## config.mk

```make
export PLATFORM = sky130hd
export DESIGN_NAME = joystick_event_to_midi_cc
export DESIGN_NICKNAME = d
export VERILOG_FILES = /design/src/hdl/jecc_pkg.sv /design/src/hdl/joystick_event_to_midi_cc.sv /design/src/hdl/jecc_scale.sv /design/src/hdl/jecc_axis_store.sv
export SDC_FILE = /design/constraint.sdc
export NUM_CORES = 1
export LEC_CHECK = 0
export BUFFER_PORTS_ARGS = -buffer_cell sky130_fd_sc_hd__clkbuf_2
export CORE_MARGIN = 3
export CORE_UTILIZATION = 60
export DETAILED_ROUTE_END_ITERATION = 6
export GPL_TIMING_DRIVEN = 0
export PLACE_DENSITY = 0.78
export REMOVE_ABC_BUFFERS = 1
export SYNTH_ARGS = -nofsm -noshare
export SYNTH_HDL_FRONTEND = slang
export SYNTH_SLANG_ARGS = --single-unit
```

## constraint.sdc

```tcl
create_clock -name clk -period 12.9 [get_ports clk]
set_input_delay 1.29 -clock clk [delete_from_list [all_inputs] [get_ports clk]]
set_output_delay 1.29 -clock clk [all_outputs]
set_load 0.05 [all_outputs]
```

## src/hdl/jecc_pkg.sv

```systemverilog
`default_nettype none

package jecc_pkg;

  localparam int DEFAULT_NUM_AXES = 8;

  localparam int KIND_W = 7;
  localparam int CTRL_W = 7;
  localparam int CHAN_W = 8;
  localparam int VAL_W  = 16;

  localparam logic [KIND_W-1:0] KIND_BUTTON = 7'd1;
  localparam logic [KIND_W-1:0] KIND_AXIS   = 7'd2;

  localparam logic [1:0] CFG_AXIS0_CTRL = 2'd0;
  localparam logic [1:0] CFG_AXIS1_CTRL = 2'd1;
  localparam logic [1:0] CFG_AXIS2_CTRL = 2'd2;
  localparam logic [1:0] CFG_AXIS3_CTRL = 2'd3;

  localparam logic [CTRL_W-1:0] AXIS0_CTRL_RST = 7'd10;
  localparam logic [CTRL_W-1:0] AXIS1_CTRL_RST = 7'd11;
  localparam logic [CTRL_W-1:0] AXIS2_CTRL_RST = 7'd12;
  localparam logic [CTRL_W-1:0] AXIS3_CTRL_RST = 7'd13;

  localparam logic [7:0] HIGH_AXIS_CTRL_BASE = 8'd10;
  localparam logic [CHAN_W-1:0] CHAN_RST = 8'd1;

  typedef struct packed {
    logic              seen;
    logic [CTRL_W-1:0] value;
  } axis_entry_t;

endpackage

`default_nettype wire

```

## src/hdl/joystick_event_to_midi_cc.sv

```systemverilog
// An accepted request is held in stage one, then registered into the output stage that drives out_tvalid.
// Throughput: one request per cycle, with out_tready held high.
// The per-axis store is read at accept and, for an emitted axis value, written back as the request leaves stage one.
// Reset (rst_n low, synchronous) clears both stages, sets the channel to one,
// restores the controller registers and marks every stored axis value as zero.
`default_nettype none

module joystick_event_to_midi_cc #(
  parameter int NUM_AXES = jecc_pkg::DEFAULT_NUM_AXES
) (
  input  wire logic        clk,
  input  wire logic        rst_n,
  input  wire logic        in_tvalid,
  output logic             in_tready,
  // event_number [7:0], event_value [23:8]
  input  wire logic [23:0] in_tdata,
  // event_kind [7:0]
  input  wire logic [7:0]  in_tuser,
  output logic             out_tvalid,
  input  wire logic        out_tready,
  // midi_channel [7:0], controller_number [14:8], controller_value [21:15]
  output logic [23:0]      out_tdata,
  input  wire logic        cfg_wr_en,
  input  wire logic [1:0]  cfg_index,
  input  wire logic [6:0]  cfg_data
);
  import jecc_pkg::*;

  localparam int AXIS_AW = (NUM_AXES > 1) ? $clog2(NUM_AXES) : 1;
  localparam logic [8:0] NUM_AXES_W = 9'(NUM_AXES);

  logic [CTRL_W-1:0] ctrl_r [4];
  logic [CHAN_W-1:0] chan_r;
  logic [CHAN_W-1:0] chan_nxt;

  logic                    s1_valid_r;
  logic [KIND_W-1:0]       s1_kind_r;
  logic [7:0]              s1_number_r;
  logic signed [VAL_W-1:0] s1_value_r;

  logic              out_valid_r;
  logic [CHAN_W-1:0] out_chan_r;
  logic [CTRL_W-1:0] out_ctrl_r;
  logic [CTRL_W-1:0] out_value_r;

  logic              in_acc;
  logic              advance;
  logic              is_button;
  logic              is_axis;
  logic              in_range;
  logic              emit;
  logic [CTRL_W-1:0] scaled;
  logic [CTRL_W-1:0] last_val;
  logic [CTRL_W-1:0] ctrl_sel;
  axis_entry_t       rd_entry;
  axis_entry_t       wr_entry;
  logic              wr_en;

  assign advance   = s1_valid_r && (!out_valid_r || out_tready);
  assign in_tready = !s1_valid_r || advance;
  assign in_acc    = in_tvalid && in_tready;

  jecc_axis_store #(
    .NUM_AXES (NUM_AXES)
  ) u_store (
    .clk     (clk),
    .rst_n   (rst_n),
    .rd_en   (in_acc),
    .rd_addr (in_tdata[AXIS_AW-1:0]),
    .rd_data (rd_entry),
    .wr_en   (wr_en),
    .wr_addr (s1_number_r[AXIS_AW-1:0]),
    .wr_data (wr_entry)
  );

  jecc_scale u_scale (
    .value  (s1_value_r),
    .scaled (scaled)
  );

  always_comb begin
    is_button = (s1_kind_r == KIND_BUTTON);
    is_axis   = (s1_kind_r == KIND_AXIS);
    in_range  = ({1'b0, s1_number_r} < NUM_AXES_W);
    last_val  = rd_entry.seen ? rd_entry.value : '0;
    emit      = is_axis && in_range && (scaled != last_val);
    wr_en     = advance && emit;
    wr_entry  = '{seen: 1'b1, value: scaled};
    if (s1_number_r < 8'd4) begin
      ctrl_sel = ctrl_r[s1_number_r[1:0]];
    end else begin
      ctrl_sel = CTRL_W'(s1_number_r + HIGH_AXIS_CTRL_BASE);
    end
    chan_nxt = chan_r;
    if (advance && is_button && (s1_value_r != '0)) begin
      chan_nxt = s1_number_r + 8'd1;
    end
  end

  always_ff @(posedge clk) begin
    if (!rst_n) begin
      ctrl_r[CFG_AXIS0_CTRL] <= AXIS0_CTRL_RST;
      ctrl_r[CFG_AXIS1_CTRL] <= AXIS1_CTRL_RST;
      ctrl_r[CFG_AXIS2_CTRL] <= AXIS2_CTRL_RST;
      ctrl_r[CFG_AXIS3_CTRL] <= AXIS3_CTRL_RST;
      chan_r                 <= CHAN_RST;
    end else begin
      if (cfg_wr_en) begin
        ctrl_r[cfg_index] <= cfg_data;
      end
      chan_r <= chan_nxt;
    end
  end

  always_ff @(posedge clk) begin
    if (!rst_n) begin
      s1_valid_r <= 1'b0;
    end else if (in_acc) begin
      s1_valid_r <= 1'b1;
    end else if (advance) begin
      s1_valid_r <= 1'b0;
    end
  end

  always_ff @(posedge clk) begin
    if (in_acc) begin
      s1_kind_r   <= in_tuser[KIND_W-1:0];
      s1_number_r <= in_tdata[7:0];
      s1_value_r  <= in_tdata[23:8];
    end
  end

  always_ff @(posedge clk) begin
    if (!rst_n) begin
      out_valid_r <= 1'b0;
    end else if (!out_valid_r || out_tready) begin
      out_valid_r <= s1_valid_r && emit;
    end
  end

  always_ff @(posedge clk) begin
    if (advance && emit) begin
      out_chan_r  <= chan_r;
      out_ctrl_r  <= ctrl_sel;
      out_value_r <= scaled;
    end
  end

  assign out_tvalid = out_valid_r;
  assign out_tdata  = {2'b00, out_value_r, out_ctrl_r, out_chan_r};

endmodule

`default_nettype wire

```

## src/hdl/jecc_scale.sv

```systemverilog
`default_nettype none

module jecc_scale (
  input  wire logic signed [jecc_pkg::VAL_W-1:0]  value,
  output logic             [jecc_pkg::CTRL_W-1:0] scaled
);
  import jecc_pkg::*;

  logic [VAL_W-1:0] offs;
  logic [VAL_W-1:0] shifted;
  logic [22:0]      prod;
  logic [23:0]      sum;

  // The offset value is the position plus 32768; the most negative input clamps to zero.
  always_comb begin
    offs    = {~value[VAL_W-1], value[VAL_W-2:0]};
    shifted = offs - 16'd1;
    prod    = ({shifted, 7'd0}) - 23'(shifted);
    sum     = 24'(prod) + 24'(prod[22:16]) + 24'd1;
    if (offs == '0) begin
      scaled = '0;
    end else begin
      scaled = sum[22:16];
    end
  end

endmodule

`default_nettype wire

```

## src/hdl/jecc_axis_store.sv

```systemverilog
`default_nettype none

module jecc_axis_store #(
  parameter int NUM_AXES = jecc_pkg::DEFAULT_NUM_AXES
) (
  input  wire logic                                     clk,
  input  wire logic                                     rst_n,
  input  wire logic                                     rd_en,
  input  wire logic [((NUM_AXES > 1) ? $clog2(NUM_AXES) : 1)-1:0] rd_addr,
  output jecc_pkg::axis_entry_t                         rd_data,
  input  wire logic                                     wr_en,
  input  wire logic [((NUM_AXES > 1) ? $clog2(NUM_AXES) : 1)-1:0] wr_addr,
  input  wire jecc_pkg::axis_entry_t                    wr_data
);
  import jecc_pkg::*;

  logic [CTRL_W-1:0] mem_r [NUM_AXES];
  logic [NUM_AXES-1:0] vld_r;
  axis_entry_t rd_data_r;

  always_ff @(posedge clk) begin
    if (wr_en) begin
      mem_r[wr_addr] <= wr_data.value;
    end
  end

  always_ff @(posedge clk) begin
    if (!rst_n) begin
      vld_r <= '0;
    end else if (wr_en) begin
      vld_r[wr_addr] <= 1'b1;
    end
  end

  // A write to the entry being read in the same cycle is passed straight through.
  always_ff @(posedge clk) begin
    if (rd_en) begin
      if (wr_en && (wr_addr == rd_addr)) begin
        rd_data_r <= wr_data;
      end else begin
        rd_data_r <= '{seen: vld_r[rd_addr], value: mem_r[rd_addr]};
      end
    end
  end

  assign rd_data = rd_data_r;

endmodule

`default_nettype wire
```

==> results.py, run 1 <==
metrics = {
    "run_status": {
        "outcome": "finished, final reports clean",
    },
    "die": {
        "die_x_um": 127.6,
        "ios": 72,
        "fp-row-count": 43,
        "core_area_mm2": 0.01415,
        "die_h_um": 127.6,
        "start_util_pct": 62.71,
        "die-area_mm2": 0.01628,
    },
    "placement": {
        "place_inst": 930,
        "numPortBuffers": 68,
        "place.gp.congestion": 0.8957,
        "preCtsSetupSlack_ns": 2.815,
        "hpwl_um": 13580,
    },
    "yosys": {
        "async_reset_ff_share_pct": 0,
        "ys.flop_type": "edfxtp_1",
        "netlist_area_mm2": 0.008874,
        "synth_common_cells": "edfxtp_1 (145), nand2_1 (63), nor2_1 (26)",
        "synth_most_common_cell": "edfxtp_1",
        "synth_area_leader_cell": "edfxtp_1",
        "synth_enable_flop_cells": 145,
        "avgSynthCellArea_um2": 12.50,
        "synthTopCellsByArea": "edfxtp_1 (49%), mux4_2 (5.8%), dfxtp_1 (4.5%)",
        "yosysTopAreaCellShare_pct": 49.07,
        "yosysUniqueCellTypes": 88,
        "ys_ff_latch": 165,
        "synth_cells": 710,
        "yosysWarnings": 0,
        "ys_seq_area_share_pct": 53.58,
    },
    "timing": {
        "clock_skew_ns": 0.009654,
        "rsz0062_at_grt": "no",
        "worst_pin_slew_ns": 1.257,
        "drv_slew": 0,
        "hold_viol": 0,
        "fin_ws_ns": 3.057,
        "slew_headroom_pct": 15.58,
        "tns_ns": 0,
        "holdWs_ns": 0.4379,
        "fmax_mhz": 101.6,
        "setup_viol": 0,
        "min_period_ns": 9.843,
        "fin_crit_sh_pct": 76.30,
    },
    "worst_hold_path": {
        "min-delay-start": "chan_r[0]$_SDFFE_PN1P_",
        "hp-class": "register to register",
        "holdPathEnd": "out_chan_r[0]$_DFFE_PN_",
        "holdPathStages": 0,
    },
    "cells_and_area": {
        "fin_nets": 833,
        "final_cell_count_no_fill": 962,
        "synthToLayoutAreaGrowth_pct": 12.38,
        "antenna_cells": 0,
        "drive_above_1_share_pct": 24.55,
    },
    "routing": {
        "dr.pass1.iters": 5,
        "post_drt_via_cell_ratio": 6.345,
        "drtAntennaViolNets": 0,
        "via_count": 6104,
        "wl_per_cell_um": 20.07,
        "drc": 0,
        "wl_um": 19310,
        "drtIter0Drc": 425,
    },
    "worst_setup_path": {
        "critPathMaxFanout": 14,
        "r2r-end": "u_store.rd_data[1]$_DFFE_PP_",
        "r2r_cells": 28,
        "critPathMaxStageDelay_ns": 0.95,
        "end_kind": "register",
        "cp-start-kind": "register",
        "worstPathRequired_ns": 13.08,
        "r2r-start": "s1_value_r[0]$_DFFE_PP_",
        "path_class": "register to register",
        "arrival_ns": 10.02,
        "crit_top_cell": "ha_1",
        "cp_slowest_cell": "a2111oi_4",
        "r2r_slack_ns": 3.06,
    },
    "clock_network": {
        "cts_max_path_buffers": 2,
        "clockRootBuffer": "clkbuf_16",
        "cts_resized": 0,
        "cts_tree": "done",
        "hold_buffers": 0,
        "clk_latency_ns": 0.43,
        "cts_buffers": 17,
        "cts.clk_slew.worst_paths_ns": 0.07,
        "clkSinkCount": 165,
        "htree_num_levels": 4,
        "post-cts-setup-buffer-count": 0,
    },
    "power_and_ir_drop": {
        "leakage_uw": 0.003645,
        "swShare_pct": 27.35,
        "power_density_mw_per_mm2": 133.5,
        "switching_power_uw": 364.1,
        "p_comb_share_pct": 16.6,
        "p_int_uw": 966.9,
        "clkPwrFrac_pct": 36.4,
        "vdd_drop_max_v": 0.0001094,
        "seqPwrFrac_pct": 47.1,
    },
    "global_routing": {
        "grt_use_total_pct": 24.52,
        "grt_pass1_wl_um": 31000,
        "global_route.overflow_total": 0,
        "grt_max_degree": 42,
        "grt_pass1_vias": 6053,
        "antenna_found_initial": 0,
    },
    "flow_run": {
        "max-cap-violations": 0,
    },
}
==> layout by cell type, fill, tap and decap left out, types with 19 or more instances in the layout <==
master      n
nor2_1     25
a21oi_1    20
clkbuf_2   68
edfxtp_1  145
nand2_1    63
mux4_2     23
inv_1      22
and2_1     19
dfxtp_1    20
xnor2_1    24
nor3_1     21
==> layer usage <==
metal	track usage, %	part of all wire [%]	wire [um]	vias to the layer above
met3	4.348	5.8	1120	21
met5	0	0	0	-
met1	33.30	42	8146	3053
met2	40.72	51	9802	192
li1	-	-	-	2838
met4	7.553	1.2	241	0
==> stage by stage <==
| stage | utilization, % | power [uW] | area (um2) |
|---|---|---|---|
| 6_report | 70.47 | 1331 | 9972 |
| 5_1_grt | 70.47 | 1381 | 9972 |
| 4_1_cts | 70.28 | 1332 | 9945 |
| 3_5_place_dp | 66.23 | 852.7 | 9371 |
| 3_3_place_gp | 65.62 | 843.7 | 9285 |
| 2_1_floorplan | - | 793.1 | 8720 |
==> flip-flops by register name (all words and copies together) (netlist names), named ones only <==
name	count
out_value_r	7
u_store.rd_data	8
u_store.vld_r	8
s1_kind_r	7
out_tvalid	1
s1_number_r	8
chan_r	8
ctrl_r	28
s1_value_r	16
s1_valid_r	1
out_ctrl_r	7
u_store.mem_r	56
out_chan_r	8
==> cells by family (layout without fill, tap and decap cells) <==
| family | count (synthesis) | count (layout) | share of synthesized area [%] |
|---|---|---|---|
| mux | 51 | 51 | 9.560 |
| xor+xnor | 47 | 47 | 5.259 |
| fa+ha+maj | 21 | 21 | 2.891 |
| buf+inv | 59 | 130 | 2.792 |
| simple gates | 247 | 247 | 15.67 |
| flops | 165 | 165 | 53.58 |
| compound gates | 119 | 119 | 10.21 |
| other cells | 1 | 2 | 0.04226 |
==> area by class of cell <==
type | instances | area (um2)
clock buffer | 18 | 429.2
clock inverter | 14 | 143.9
fill | 959 | 4178
inverter | 24 | 90.09
multi-input combinational | 487 | 3936
sequential | 165 | 4755
tap | 180 | 225.2
timing repair buffer | 74 | 392.9
==> worst max-delay path: cells and delay by family (launching register included) <==
kind | cells | cell delay, ns
xor+xnor | 1 | 0.27
fa+ha+maj | 3 | 1.24
flops | 1 | 0.51
compound gates | 7 | 3.26
simple gates | 12 | 3.11
mux | 2 | 0.79
buf+inv | 3 | 0.41
==> power groups by stage <==
stage | logic [uW] | registers, uW | clock network [uW]
after floorplan | 162 | 631 | 0
after global placement | 208 | 636 | 0
after detailed placement | 215 | 637 | 0
after CTS | 217 | 626 | 488
after global routing | 241 | 629 | 512
final | 221 | 626 | 484
==> worst max-delay path by stage <==
stage	slack [ns]	endpoint	from
CTS	2.80	u_store.rd_data[1]$_DFFE_PP_	s1_value_r[0]$_DFFE_PP_
detailed placement	2.81	u_store.rd_data[1]$_DFFE_PP_	s1_value_r[0]$_DFFE_PP_
global placement	3.18	out_chan_r[2]$_DFFE_PN_	s1_value_r[0]$_DFFE_PP_
floorplan	4.82	u_store.rd_data[5]$_DFFE_PP_	s1_value_r[0]$_DFFE_PP_
global route	2.39	u_store.rd_data[2]$_DFFE_PP_	s1_value_r[0]$_DFFE_PP_
finish	3.06	u_store.rd_data[1]$_DFFE_PP_	s1_value_r[0]$_DFFE_PP_
Note: power is estimated with default switching activity, not from simulation.
==> inputs of run 2 (changes only) <==
--- a/config.mk
+++ b/config.mk
@@ -5,6 +5,7 @@
 export SDC_FILE = /design/constraint.sdc
 export NUM_CORES = 1
 export LEC_CHECK = 0
+export ABC_AREA = 1
 export BUFFER_PORTS_ARGS = -buffer_cell sky130_fd_sc_hd__clkbuf_2
 export CORE_MARGIN = 3
 export CORE_UTILIZATION = 60
==> constraint.sdc (replaced) <==
create_clock -name clk -period 9.08 [get_ports clk]
set_input_delay 0.908 -clock clk [delete_from_list [all_inputs] [get_ports clk]]
set_output_delay 0.908 -clock clk [all_outputs]
set_load 0.05 [all_outputs]
==> results.py, run 2 <==
metrics = {
    "yosys": {
        "synth_enable_flop_cells": 145,
        "synth_cells": 1048,
        "netlist_area_mm2": 0.009131,
        "yosysTopAreaCellShare_pct": 47.68,
        "async_reset_ff_share_pct": 0,
        "synth_area_leader_cell": "edfxtp_1",
        "yosysUniqueCellTypes": 45,
        "synthTopCellsByArea": "edfxtp_1 (48%), nand2_1 (9.9%), inv_1 (5.3%)",
        "synth_common_cells": "nand2_1 (242), edfxtp_1 (145), inv_1 (128)",
        "yosysWarnings": 0,
        "avgSynthCellArea_um2": 8.713,
        "ys_ff_latch": 165,
        "ys_seq_area_share_pct": 52.07,
        "synth_most_common_cell": "nand2_1",
        "ys.flop_type": "edfxtp_1",
    },
    "clock_network": {
        "post-cts-setup-buffer-count": 0,
        "cts_buffers": 17,
        "clkSinkCount": 165,
        "clockRootBuffer": "clkbuf_16",
        "cts_resized": 0,
        "cts_max_path_buffers": 2,
        "clk_latency_ns": 0.43,
        "hold_buffers": 0,
        "htree_num_levels": 4,
        "cts_tree": "done",
        "cts.clk_slew.worst_paths_ns": 0.06,
    },
    "routing": {
        "wl_per_cell_um": 15.55,
        "wl_um": 20360,
        "via_count": 7313,
        "drtAntennaViolNets": 0,
        "drc": 0,
        "drtIter0Drc": 607,
        "dr.pass1.iters": 5,
        "post_drt_via_cell_ratio": 5.587,
    },
    "global_routing": {
        "grt_pass1_vias": 6764,
        "grt_pass1_wl_um": 32910,
        "grt_max_degree": 40,
        "antenna_found_initial": 0,
        "global_route.overflow_total": 0,
        "grt_use_total_pct": 25.33,
    },
    "worst_setup_path": {
        "worstPathRequired_ns": 9.13,
        "critPathMaxStageDelay_ns": 0.71,
        "path_class": "register to register",
        "arrival_ns": 6.10,
        "cp-start-kind": "register",
        "end_kind": "register",
        "critPathMaxFanout": 11,
        "crit_top_cell": "nand2_1",
        "cp_slowest_cell": "nor2_1",
    },
    "power_and_ir_drop": {
        "vdd_drop_max_v": 0.0001651,
        "power_density_mw_per_mm2": 173.3,
        "leakage_uw": 0.004309,
    },
    "cells_and_area": {
        "largest_register_ffs": 56,
        "antenna_cells": 0,
        "nFillCells": 1217,
        "largest-register": "u_store.mem_r",
        "fin_nets": 1177,
        "synthToLayoutAreaGrowth_pct": 11.00,
        "top_regs": "u_store.mem_r (56), ctrl_r (28), s1_value_r (16)",
        "ff_latch_area_mm2": 0.004755,
        "multi_input_area_mm2": 0.003751,
        "most-common-layout-cells": "nand2_1 (242), edfxtp_1 (145), inv_1 (127)",
        "design_area_mm2": 0.01014,
        "final_common_cell": "nand2_1",
        "drive_above_1_share_pct": 16.27,
    },
    "timing": {
        "fmax_mhz": 165.1,
        "worst_pin_slew_ns": 1.108,
        "fin_crit_sh_pct": 66.70,
        "clock_skew_ns": 0.01126,
        "setup_viol": 0,
        "slew_headroom_pct": 25.57,
        "tns_ns": 0,
        "min_period_ns": 6.056,
        "drv_slew": 0,
        "hold_viol": 0,
        "holdWs_ns": 0.4391,
        "rsz0062_at_grt": "no",
    },
    "placement": {
        "placed_area_mm2": 0.009604,
        "hpwl_um": 14500,
        "numPortBuffers": 68,
        "place.gp.congestion": 0.9651,
    },
    "flow_run": {
        "max-cap-violations": 0,
    },
    "run_status": {
        "outcome": "finished, final reports clean",
    },
    "die": {
        "die_h_um": 129.4,
        "die-area_mm2": 0.01674,
        "fp-row-count": 44,
        "start_util_pct": 62.12,
        "die_x_um": 129.4,
        "core_area_mm2": 0.01470,
        "ios": 72,
    },
    "worst_hold_path": {
        "hp-class": "register to register",
    },
}
-- run 2: kinds of logic after synthesis --
| family | after synthesis | synth area share (%) |
|---|---|---|
| and+or+nand+nor | 550 | 27.98 |
| xor gates and xnor gates | 25 | 2.645 |
| adders and majority gates | 18 | 2.466 |
| buffers and inverters | 165 | 6.947 |
| DFF | 165 | 52.07 |
| AOI/OAI and AO/OA | 124 | 7.851 |
| other | 1 | 0.04107 |
-- run 2: stage by stage --
step / power [uW] / std cells / util, % / setup slack [ns]
after global routing: 1827 / 1309 / 68.96 / 2.495
after floorplan: 1053 / 1026 / - / 4.264
after CTS: 1760 / 1309 / 68.92 / 2.995
final: 1757 / 1309 / 68.96 / 3.024
after detailed placement: 1120 / 1278 / 65.34 / 3.031
after global placement: 1116 / 1278 / 65.34 / 3.123
-- run 2: power breakdown --
part	internal [uW]	switching (uW)
logic	74.4	168
clock network	352	297
registers	851	14.4
-- run 2: final cells by class --
cell class,instances,area share (%)
Inverter,142,5.259
Sequential cell,165,46.91
Multi-Input combinational cell,719,37.01
Tap cell,184,2.271
Timing Repair Buffer,68,3.358
Clock buffer,18,4.234
Clock inverter,13,0.9628
-- run 2: worst paths after layout --
| path | from | endpoint | slack [ns] | cells after the start |
|---|---|---|---|---|
| worst max-delay path | s1_value_r[0]$_DFFE_PP_ | u_store.mem_r[5][0]$_DFFE_PP_ | 3.02 | 31 |
| worst min-delay path | chan_r[1]$_SDFFE_PN0P_ | out_chan_r[1]$_DFFE_PN_ | 0.44 | 0 |
| worst max register to register | s1_value_r[0]$_DFFE_PP_ | u_store.mem_r[5][0]$_DFFE_PP_ | 3.02 | 31 |
| worst min register to register | chan_r[1]$_SDFFE_PN0P_ | out_chan_r[1]$_DFFE_PN_ | 0.44 | 0 |
-- run 2: layer usage --
layer / share of wire [%] / vias to the layer above / track usage [%]
li1: - / 3638 / -
met3: 6.7 / 34 / 4.246
met1: 46 / 3400 / 36.78
met4: 1.9 / 0 / 7.474
met2: 46 / 241 / 39.60
met5: 0 / - / 0
-- run 2: worst max-delay path: cells and delay by family (launching register included) --
| kind | cells | cell delay [ns] |
|---|---|---|
| XOR/XNOR | 1 | 0.30 |
| buffers and inverters | 5 | 0.59 |
| adder cells (fa/ha/maj) | 3 | 1.05 |
| AND/OR/NAND/NOR | 19 | 2.50 |
| AO/OA/AOI/OAI | 3 | 0.78 |
| flip-flops | 1 | 0.43 |
==> inputs of run 3 (changes only) <==
--- a/config.mk
+++ b/config.mk
@@ -8,10 +8,10 @@
 export ABC_AREA = 1
 export BUFFER_PORTS_ARGS = -buffer_cell sky130_fd_sc_hd__clkbuf_2
 export CORE_MARGIN = 3
-export CORE_UTILIZATION = 60
+export CORE_UTILIZATION = 55
 export DETAILED_ROUTE_END_ITERATION = 6
 export GPL_TIMING_DRIVEN = 0
-export PLACE_DENSITY = 0.78
+export PLACE_DENSITY = 0.75
 export REMOVE_ABC_BUFFERS = 1
 export SYNTH_ARGS = -nofsm -noshare
 export SYNTH_HDL_FRONTEND = slang
==> constraint.sdc (replaced) <==
create_clock -name clk -period 5 [get_ports clk]
set_input_delay 0.5 -clock clk [delete_from_list [all_inputs] [get_ports clk]]
set_output_delay 0.5 -clock clk [all_outputs]
set_load 0.05 [all_outputs]
==> results.py, run 3 (same netlist as run 2, synthesis figures left out) <==
metrics = {
    "cells_and_area": {
        "most-common-layout-cells": "nand2_1 (222), edfxtp_1 (145), inv_1 (118)",
        "fin_nets": 1222,
        "largest_register_ffs": 56,
        "final_util_pct": 69.20,
        "nFillCells": 1161,
        "final_common_cell": "nand2_1",
        "drive_above_1_share_pct": 25.45,
        "ff_latch_area_mm2": 0.004755,
        "multi_input_area_mm2": 0.004229,
        "synthToLayoutAreaGrowth_pct": 21.69,
        "largest-register": "u_store.mem_r",
        "antenna_cells": 0,
        "top_regs": "u_store.mem_r (56), ctrl_r (28), s1_value_r (16)",
        "final_cell_count_no_fill": 1387,
    },
    "worst_hold_path": {
        "hp-class": "primary input to register",
        "holdPathStages": 1,
    },
    "clock_network": {
        "cts.clk_slew.worst_paths_ns": 0.07,
        "clockRootBuffer": "clkbuf_16",
        "cts_buffers": 17,
        "cts_tree": "done",
        "htree_num_levels": 4,
        "clkSinkCount": 165,
        "cts_max_path_buffers": 2,
        "hold_buffers": 0,
        "clk_latency_ns": 0.43,
    },
    "die": {
        "core_area_mm2": 0.01606,
        "die_h_um": 134.9,
        "die-area_mm2": 0.01818,
        "die_x_um": 134.9,
        "ios": 72,
        "fp-row-count": 46,
        "start_util_pct": 56.86,
    },
    "power_and_ir_drop": {
        "leakage_uw": 0.004622,
        "p_total_uw": 3338,
        "vdd_drop_max_v": 0.0002936,
        "power_density_mw_per_mm2": 300.4,
    },
    "worst_setup_path": {
        "cp_top_family": "simple AND/OR/NAND/NOR gates",
        "arrival_ns": 5.01,
        "worstPathRequired_ns": 5.14,
        "path_buf_inv": 6,
        "cp-start-kind": "register",
        "critPathMaxStageDelay_ns": 0.41,
        "critPathMaxFanout": 7,
        "crit_top_cell": "nand2_2",
        "path_class": "register to register",
        "r2r_cells": 34,
        "cp_slowest_cell": "edfxtp_1",
        "cp.depth": 34,
        "end_kind": "register",
    },
    "timing": {
        "fmax_mhz": 205.0,
        "min_period_ns": 4.878,
        "fin_crit_sh_pct": 97.56,
        "setup_viol": 0,
        "clock_skew_ns": 0.01314,
        "hold_viol": 0,
        "holdWs_ns": 0.2431,
        "drv_slew": 0,
        "slew_headroom_pct": 13.83,
        "worst_pin_slew_ns": 1.286,
        "tns_ns": 0,
    },
    "global_routing": {
        "grt_use_total_pct": 23.96,
        "global_route.overflow_total": 0,
        "grt_pass1_wl_um": 34310,
        "grt_max_degree": 40,
        "grt_pass1_vias": 6962,
        "antenna_found_initial": 0,
    },
    "routing": {
        "dr.pass1.iters": 5,
        "via_count": 7610,
        "drtIter0Drc": 723,
        "drc": 0,
        "post_drt_via_cell_ratio": 5.487,
        "wl_um": 22200,
        "wl_per_cell_um": 16.01,
        "drtAntennaViolNets": 0,
    },
    "placement": {
        "numPortBuffers": 68,
        "place_inst": 1310,
        "place.gp.congestion": 0.9502,
        "hpwl_um": 14780,
    },
    "flow_run": {
        "max-cap-violations": 0,
    },
    "run_status": {
        "outcome": "finished, final reports clean",
    },
}
==> run 3: routing by layer <==
metal	routed length (um)	global-route usage [%]	part of all wire, %	vias up
met5	0	0	0	-
met4	375	7.353	1.7	0
met3	1509	3.726	6.8	34
met2	10580	38.38	48	293
met1	9735	33.96	44	3556
li1	-	-	-	3727
==> run 3: area by class of cell <==
class,instances,area share [%]
inverter,142,4.954
multi-input combinational,720,38.06
tap,216,2.432
sequential,165,42.79
clock buffer,19,3.896
timing repair buffer,112,6.767
clock inverter,13,1.103
==> run 3: power breakdown <==
group          leakage, uW  switching, uW  internal [uW]
Combinational      0.00282            346            185
Sequential         0.00154           28.3           1550
Clock             0.000263            541            691
==> run 3: final timing paths <==
kind / startpoint / to / slack (ns)
worst max-delay path: s1_value_r[1]$_DFFE_PP_ / u_store.mem_r[0][6]$_DFFE_PP_ / 0.12
worst min-delay path: in_tdata[14] / s1_value_r[6]$_DFFE_PP_ / 0.24
worst max register to register: s1_value_r[1]$_DFFE_PP_ / u_store.mem_r[0][6]$_DFFE_PP_ / 0.12
worst min register to register: chan_r[1]$_SDFFE_PN0P_ / out_chan_r[1]$_DFFE_PN_ / 0.43
==> run 3: repair_timing <==
| item | in CTS | in global routing |
|---|---|---|
| resized for setup | 37 | 77 |
| gates cloned | 1 | 0 |
| pin swaps | 12 | 37 |
| setup buffers | 21 | 24 |
| endpoints found under the setup margin | 95 | 95 |
==> run 3: through the flow <==
stage / instance area, um2 / setup WS, ns
finish: 11110 / 0.1221
global route: 11110 / -0.1651
CTS: 10590 / 0.009919
detailed placement: 9644 / -0.9854
global placement: 9644 / -0.8888
floorplan: 9034 / 0.1835
